<file path="config.mk">
export PLATFORM = sky130hd
export DESIGN_NAME = sogi_qsg_cfg
export DESIGN_NICKNAME = d
export VERILOG_FILES = /design/src/hdl/assert_macros.svh /design/src/hdl/sogi_qsg_pkg.sv /design/src/hdl/sogi_qsg_cfg.sv
export SDC_FILE = /design/constraint.sdc
export NUM_CORES = 1
export LEC_CHECK = 0
export ABC_CLOCK_PERIOD_IN_PS = 800
export BUFFER_PORTS_ARGS = -buffer_cell sky130_fd_sc_hd__buf_2
export CORE_MARGIN = 3
export CORE_UTILIZATION = 25
export CTS_BUF_LIST = sky130_fd_sc_hd__clkbuf_4 sky130_fd_sc_hd__clkbuf_8
export DETAILED_ROUTE_END_ITERATION = 10
export GPL_ROUTABILITY_DRIVEN = 0
export PLACE_DENSITY = 0.54
export SETUP_SLACK_MARGIN = 0.3
export SKIP_CTS_REPAIR_TIMING = 1
export SLEW_MARGIN = 20
export SYNTH_ARGS = -nofsm -noshare
export SYNTH_HDL_FRONTEND = slang
export SYNTH_SLANG_ARGS = --single-unit
</file>
<file path="constraint.sdc">
create_clock -name aclk -period 0.8 [get_ports aclk]
set_input_delay 0 -clock aclk [delete_from_list [all_inputs] [get_ports aclk]]
set_output_delay 0 -clock aclk [all_outputs]
set_load 0.02 [all_outputs]
</file>
<file path="src/hdl/assert_macros.svh">
// Assertion macros shared by the RTL.
`ifndef ASSERT_MACROS_SVH
`define ASSERT_MACROS_SVH

`ifndef ASSERT_OFF

`define ASSERT_SAME_CYCLE(label, clk, rstn, ante, cons) \
    label: assert property (@(posedge clk) disable iff (!(rstn)) (ante) |-> (cons)) \
        else $error("assertion failed");

`define ASSERT_NEXT_CYCLE(label, clk, rstn, ante, cons) \
    label: assert property (@(posedge clk) disable iff (!(rstn)) (ante) |=> (cons)) \
        else $error("assertion failed");

`else

`define ASSERT_SAME_CYCLE(label, clk, rstn, ante, cons)

`define ASSERT_NEXT_CYCLE(label, clk, rstn, ante, cons)

`endif

`endif

</file>
<file path="src/hdl/sogi_qsg_pkg.sv">
package sogi_qsg_pkg;

    localparam int SAMPLE_BITS    = 16;
    localparam int COEF_FRAC_BITS = 30;
    localparam int COEF_BITS      = 32;
    localparam int HIST_BITS      = 40;
    localparam int OUT_BITS       = 18;
    localparam int Q16_BITS       = 17;
    localparam int NUM_BITS       = Q16_BITS + 2;
    localparam int HIST_SPLIT     = 20;
    localparam int CFG_IDX_BITS   = 2;

    localparam int Q_UP = (SAMPLE_BITS <= Q16_BITS) ? Q16_BITS - SAMPLE_BITS : 0;
    localparam int Q_DN = (SAMPLE_BITS > Q16_BITS) ? SAMPLE_BITS - Q16_BITS : 0;

    typedef logic signed [COEF_BITS-1:0]   coef_t;
    typedef logic signed [HIST_BITS-1:0]   hist_t;
    typedef logic signed [OUT_BITS-1:0]    out_t;
    typedef logic signed [SAMPLE_BITS-1:0] sample_t;
    typedef logic signed [Q16_BITS-1:0]    q16_t;
    typedef logic signed [NUM_BITS-1:0]    num_t;

    typedef enum logic [CFG_IDX_BITS-1:0] {
        CFG_IN_PHASE_GAIN = 2'd0,
        CFG_POLE_ONE      = 2'd1,
        CFG_POLE_TWO      = 2'd2,
        CFG_QUAD_GAIN     = 2'd3
    } cfg_idx_t;

    typedef struct packed {
        coef_t in_phase_gain;
        coef_t pole_one;
        coef_t pole_two;
        coef_t quad_gain;
    } coef_set_t;

    localparam hist_t OUT_MAX_H = hist_t'((64'sd1 <<< (OUT_BITS - 1)) - 64'sd1);
    localparam hist_t OUT_MIN_H = hist_t'(-(64'sd1 <<< (OUT_BITS - 1)));

    // sample to 16 fraction bits, floor on the way down
    function automatic q16_t to_q16(input sample_t x);
        logic signed [SAMPLE_BITS+Q_UP-1:0] w;
        begin
            w = (SAMPLE_BITS + Q_UP)'(x);
            w = w <<< Q_UP;
            return Q16_BITS'(w >>> Q_DN);
        end
    endfunction

    function automatic out_t sat_out(input hist_t v);
        begin
            if (v > OUT_MAX_H) begin
                return out_t'(OUT_MAX_H);
            end else if (v < OUT_MIN_H) begin
                return out_t'(OUT_MIN_H);
            end
            return out_t'(v);
        end
    endfunction

endpackage

</file>
<file path="src/hdl/sogi_qsg_cfg.sv">
module sogi_qsg_cfg
    import sogi_qsg_pkg::*;
(
    input  logic                    aclk,
    input  logic                    aresetn,
    input  logic                    cfg_wr_en,
    input  logic [CFG_IDX_BITS-1:0] cfg_index,
    input  logic [COEF_BITS-1:0]    cfg_wr_data,
    output coef_set_t               coef
);

    coef_set_t coef_reg;
    coef_set_t coef_next;

    always_comb begin
        coef_next = coef_reg;
        if (cfg_wr_en) begin
            unique case (cfg_idx_t'(cfg_index))
                CFG_IN_PHASE_GAIN: coef_next.in_phase_gain = coef_t'(cfg_wr_data);
                CFG_POLE_ONE:      coef_next.pole_one      = coef_t'(cfg_wr_data);
                CFG_POLE_TWO:      coef_next.pole_two      = coef_t'(cfg_wr_data);
                CFG_QUAD_GAIN:     coef_next.quad_gain     = coef_t'(cfg_wr_data);
                default:           coef_next = coef_reg;
            endcase
        end
    end

    always_ff @(posedge aclk) begin
        if (!aresetn) begin
            coef_reg <= '0;
        end else begin
            coef_reg <= coef_next;
        end
    end

    assign coef = coef_reg;

endmodule

</file>
==> impl_metrics.env, run 1 <==
export IMPL_critPathTopFamily="flip-flops"
export IMPL_die_area_um2=20870
export IMPL_yosys_top_cells_area="dfxtp_1 (53%), mux2i_1 (27%), nand2_1 (13%)"
export IMPL_ys_seq_area_frac=0.5347
export IMPL_track_usage=0.1225
export IMPL_setup_viol=128
export IMPL_combPwrFrac=0.124
export IMPL_yosysUniqueCellTypes=12
export IMPL_port_buffers=164
export IMPL_dpl_cell_area_um2=6073
export IMPL_synth_area_per_cell_um2=10.58
export IMPL_grt_start_max_net_pins=46
export IMPL_final_util=0.4149
export IMPL_ff2ff_setup_slack_ns=0.07
export IMPL_clockPowerShare=0.413
export IMPL_clock_latency_ns=0.41
export IMPL_multi_input_area_um2=2078
export IMPL_fmax_mhz=1103
export IMPL_syn_nets=490
export IMPL_slowest_stage="dfxtp_4"
export IMPL_finalNetCount=685
export IMPL_start_util=0.2553
export IMPL_die_w_um=144.5
export IMPL_tightest_slew_ns=0.2753
export IMPL_tns_ns=-10.98
export IMPL_htree_levels=4
export IMPL_end_kind="primary output"
export IMPL_regArea_um2=2818
export IMPL_crit_start="coef[22]"
export IMPL_violations="negative hold slack, negative setup slack"
export IMPL_drv_cap=0
export IMPL_yosys_warnings=0
export IMPL_drt_pass1_iterations=4
export IMPL_io_pins=165
export IMPL_post_route_cell_area_um2=7787
export IMPL_status="finished with violations"
export IMPL_syn2layout_area_growth_pct=62.51
export IMPL_ff2ff_path_depth=3
export IMPL_die_y_um=144.5
export IMPL_clockBufferDepth=2
export IMPL_drt_initial_drc_count=128
export IMPL_final_max_slew_viol_count=0
export IMPL_rsz0062_at_grt="true"
export IMPL_crit_required_ns=0.80
export IMPL_coreArea_um2=18770
export IMPL_gr_total_overflow=0
export IMPL_p_sw_frac=0.2446
export IMPL_vdd_drop_max_v=0.0009003
export IMPL_final_common_cell="buf_6"
export IMPL_cts_sinks=128
export IMPL_cts_tree="yes"
export IMPL_clkTransAtPathRegs_ns=0.07
export IMPL_ant_nets=0
export IMPL_cellPowerDensity_nw_per_um2=1868
export IMPL_row_count=50
export IMPL_worstPathArrival_ns=0.91
export IMPL_whs_ns=-0.1014
export IMPL_critical_path_depth=1
export IMPL_drive_gt1_frac=0.6536
export IMPL_yosysTopAreaCell="dfxtp_1"
export IMPL_n_antenna_cell=0
export IMPL_p_leak_nw=3.736
export IMPL_hold_viol=128
export IMPL_endpoint="coef[22]"
export IMPL_crit_type="reg -> out"
export IMPL_maxSlewHeadroom=0.8159
export IMPL_grt_pass1_wl_um=19830
export IMPL_cts_buffers=17
export IMPL_fillers=1770
export IMPL_largest_register_ffs=128
export IMPL_synthCells=453
export IMPL_dpl_worst_slack_ns=-0.1984
export IMPL_p_sw_mw=3.559
export IMPL_seqPwrFrac=0.463
export IMPL_finalClockSkew_ns=0
export IMPL_yosys_area_top_type_share=0.5347
export IMPL_min_path_type="in -> reg"
export IMPL_crit_chain="buf_6"
export IMPL_cp_start_kind="register"
export IMPL_syn_area_um2=4792
export IMPL_setup_ws_ns=-0.1064
export IMPL_dp_hpwl_um=9287
export IMPL_antenna_found_initial=0
export IMPL_slowest_delay_ns=0.35
export IMPL_p_int_mw=10.99
export IMPL_drc=0
export IMPL_cts_root_buf="clkbuf_8"
export IMPL_period_needed_ns=0.9064
export IMPL_ys_ff_latch=128
export IMPL_num_vias=3844
export IMPL_fin_crit_sh=1.133
export IMPL_r2r_start="coef[27]"
export IMPL_crit_fanout=2
export IMPL_final_cell_mix="buf_6 (152), mux2i_1 (128), nand2_1 (99), dfxtp_2 (90), nand2_2 (61)"
export IMPL_rr_endpoint="coef[27]"
export IMPL_viasPerCell=4.295
export IMPL_grt_pass1_vias=3711
export IMPL_cp_num_buf_inv=1
export IMPL_drt_total_wl_um=13670
export IMPL_wl_per_cell_um=15.28
-- routing by layer --
layer	track usage	routed length (um)
met2	0.1904	6734
met3	0.05655	1057
met4	0.03535	93
met1	0.1530	5787
met5	0	0
-- cell usage after synthesis --
cell type / n
nor3b_2: 1
nand3b_1: 2
nand2_1: 160
buf_4: 2
buf_8: 6
clkbuf_1: 2
mux2i_1: 128
dfxtp_1: 128
nand3_2: 1
buf_2: 14
buf_6: 6
buf_12: 3
-- area by class of cell --
cell class | count | area share
Clock buffer | 21 | 0.03470
Sequential cell | 128 | 0.3618
Clock inverter | 11 | 0.02105
Tap cell | 234 | 0.03760
Multi-Input combinational cell | 292 | 0.2669
Timing Repair Buffer | 209 | 0.2780
-- worst min path at each step --
stage | startpoint | endpoint | slack (ns) | depth (start not counted)
2_1_floorplan | cfg_wr_data[10] | coef[10] | 0.19 | 2
3_3_place_gp | cfg_wr_data[5] | coef[69] | 0.32 | 3
3_5_place_dp | cfg_wr_data[14] | coef[78] | 0.33 | 3
4_1_cts | cfg_wr_data[20] | coef[20] | -0.15 | 3
5_1_grt | cfg_wr_data[5] | coef[101] | -0.14 | 3
6_report | cfg_wr_data[20] | coef[20] | -0.10 | 3
-- power groups by stage --
| stage | Sequential [mW] | Combinational (mW) | Clock [mW] |
|---|---|---|---|
| detailed placement | 6.80 | 1.42 | 0 |
| global route | 6.76 | 1.94 | 6.55 |
| global placement | 6.79 | 1.39 | 0 |
| CTS | 6.65 | 1.43 | 6.25 |
| finish | 6.74 | 1.80 | 6.00 |
| floorplan | 7.06 | 0.660 | 0 |
-- worst register-to-register path: cells and delay by family (launching register included) --
kind | cells | cell delay (ns)
buf+inv | 1 | 0.11
simple gates | 1 | 0.04
flops | 1 | 0.36
mux | 1 | 0.14
-- through the flow --
step,power [mW],instances
after global routing,15.24,895
after global placement,8.186,838
final,14.55,895
after detailed placement,8.221,838
after CTS,14.33,870
after floorplan,7.725,453
-- cells by family after synthesis --
group	after synthesis	share of synthesized area
multiplexers	128	0.2674
buffers and inverters	33	0.06475
flip-flops	128	0.5347
AND/OR/NAND/NOR	164	0.1332
(Power assumes the default switching activity.)
==> run 2: changes to the inputs <==
CORE_MARGIN = 2   (was 3)
==> run 2 against run 1 <==
The run still ends with negative hold slack, negative setup slack left. Power decreased by 3.3%. Fmax decreased by 0.53%. First-iteration DRC count decreased by 55%. Combinational power about the same. Hold slack improved by 0.0040 ns. Cell count decreased by 0.11%. Sequential share of layout area increased by 0.25 points. Sequential power about the same. Count of clock-buffer cells in the layout decreased by 3. Utilization decreased by 0.29 points. Clock power decreased by 7.8%. Critical path type unchanged. Largest power group unchanged.
==> impl_metrics.env, run 2 (synthesis results as in run 1) <==
export IMPL_status="finished with violations"
export IMPL_violations="negative hold slack, negative setup slack"
export IMPL_combPwrFrac=0.128
export IMPL_p_int_mw=10.47
export IMPL_gr_total_overflow=0
export IMPL_wl_per_cell_um=14.69
export IMPL_cp_num_buf_inv=1
export IMPL_drive_gt1_frac=0.6500
export IMPL_antenna_found_initial=0
export IMPL_critical_path_depth=1
export IMPL_dp_hpwl_um=8858
export IMPL_endpoint="coef[30]"
export IMPL_period_needed_ns=0.9112
export IMPL_setup_viol=128
export IMPL_clockBufferDepth=2
export IMPL_crit_fanout=2
export IMPL_num_vias=3792
export IMPL_p_sw_frac=0.2556
export IMPL_whs_ns=-0.09747
export IMPL_die_area_um2=20290
export IMPL_port_buffers=164
export IMPL_critPathTopFamily="flip-flops"
export IMPL_p_leak_nw=3.701
export IMPL_final_max_slew_viol_count=0
export IMPL_crit_chain="buf_6"
export IMPL_tightest_slew_ns=0.3164
export IMPL_track_usage=0.1261
export IMPL_io_pins=165
export IMPL_fin_crit_sh=1.139
export IMPL_cts_tree="yes"
export IMPL_ff2ff_setup_slack_ns=0.11
export IMPL_dpl_worst_slack_ns=-0.1941
export IMPL_die_y_um=142.5
export IMPL_maxSlewHeadroom=0.7891
export IMPL_cts_buffers=17
export IMPL_r2r_start="coef[78]"
export IMPL_drc=0
export IMPL_end_kind="primary output"
export IMPL_cts_sinks=128
export IMPL_cp_start_kind="register"
export IMPL_setup_ws_ns=-0.1112
export IMPL_row_count=50
export IMPL_start_util=0.2553
export IMPL_drt_total_wl_um=13130
export IMPL_clkTransAtPathRegs_ns=0.07
export IMPL_syn2layout_area_growth_pct=61.38
export IMPL_finalNetCount=684
export IMPL_finalClockSkew_ns=0
export IMPL_clock_latency_ns=0.42
export IMPL_ant_nets=0
export IMPL_hold_viol=123
export IMPL_n_antenna_cell=0
export IMPL_drv_cap=0
export IMPL_viasPerCell=4.242
export IMPL_crit_start="coef[30]"
export IMPL_fillers=1803
export IMPL_drt_initial_drc_count=57
export IMPL_fmax_mhz=1097
export IMPL_min_path_type="in -> reg"
export IMPL_drt_pass1_iterations=4
export IMPL_cts_root_buf="clkbuf_8"
export IMPL_slowest_delay_ns=0.36
export IMPL_final_util=0.4121
export IMPL_grt_pass1_wl_um=19890
export IMPL_slowest_stage="dfxtp_4"
export IMPL_largest_register_ffs=128
export IMPL_seqPwrFrac=0.479
export IMPL_final_cell_mix="buf_6 (147), mux2i_1 (128), nand2_1 (97), dfxtp_2 (90), nand2_2 (63)"
export IMPL_vdd_drop_max_v=0.0008349
export IMPL_coreArea_um2=18770
export IMPL_cellPowerDensity_nw_per_um2=1819
export IMPL_grt_pass1_vias=3857
export IMPL_crit_type="reg -> out"
export IMPL_worstPathArrival_ns=0.91
export IMPL_grt_start_max_net_pins=59
export IMPL_p_sw_mw=3.596
export IMPL_ff2ff_path_depth=3
export IMPL_clockPowerShare=0.393
export IMPL_crit_required_ns=0.80
export IMPL_regArea_um2=2818
export IMPL_rr_endpoint="coef[78]"
export IMPL_die_w_um=142.5
export IMPL_multi_input_area_um2=2083
export IMPL_rsz0062_at_grt="true"
export IMPL_htree_levels=4
export IMPL_final_common_cell="buf_6"
run 2: changes by cell type in the layout (fill, tap and decap cells not counted), sizes merged:
cell      before  now
clkinvlp       2    3
clkbuf        21   18
bufinv         4    3
clkinv         5    8
buf          209  208
run 2: worst min-delay path by stage:
stage | start | end | slack, ns | cells after the start
6_report | cfg_wr_data[21] | coef[85] | -0.1 | 3
5_1_grt | cfg_wr_data[22] | coef[54] | -0.14 | 3
4_1_cts | cfg_wr_data[7] | coef[39] | -0.14 | 3
3_5_place_dp | cfg_wr_data[21] | coef[85] | 0.34 | 3
3_3_place_gp | cfg_wr_data[4] | coef[36] | 0.32 | 3
2_1_floorplan | cfg_wr_data[10] | coef[10] | 0.19 | 2
run 2: power groups by stage:
stage               sequential (mW)  clock [mW]  combinational (mW)
detailed placement             6.79           0                1.44
floorplan                      7.06           0               0.660
finish                         6.74        5.53                1.80
CTS                            6.65        5.75                1.45
global placement               6.79           0                1.41
global route                   6.76        6.11                1.93
run 2: metrics by stage:
step	cells	cell area [um2]	total power, mW	TNS (ns)
6_report	894	7734	14.07	-11.00
5_1_grt	894	7734	14.80	-19.94
4_1_cts	875	6513	13.85	-22.01
3_5_place_dp	843	6123	8.234	-14.87
3_3_place_gp	843	6123	8.198	-11.87
2_1_floorplan	453	5051	7.725	0
run 2: area by class of cell:
| class | count | area share |
|---|---|---|
| clock buffer | 18 | 0.03122 |
| timing repair buffer | 208 | 0.2781 |
| clock inverter | 14 | 0.01909 |
| sequential | 128 | 0.3643 |
| multi-input combinational | 292 | 0.2694 |
| tap | 234 | 0.03786 |
run 2: per-layer routing:
metal	track usage	vias to the layer above	wire (um)
li1	-	1876	-
met1	0.1533	1788	5882
met2	0.2024	120	6221
met3	0.05047	8	901
met4	0.04377	0	127
met5	0	-	0
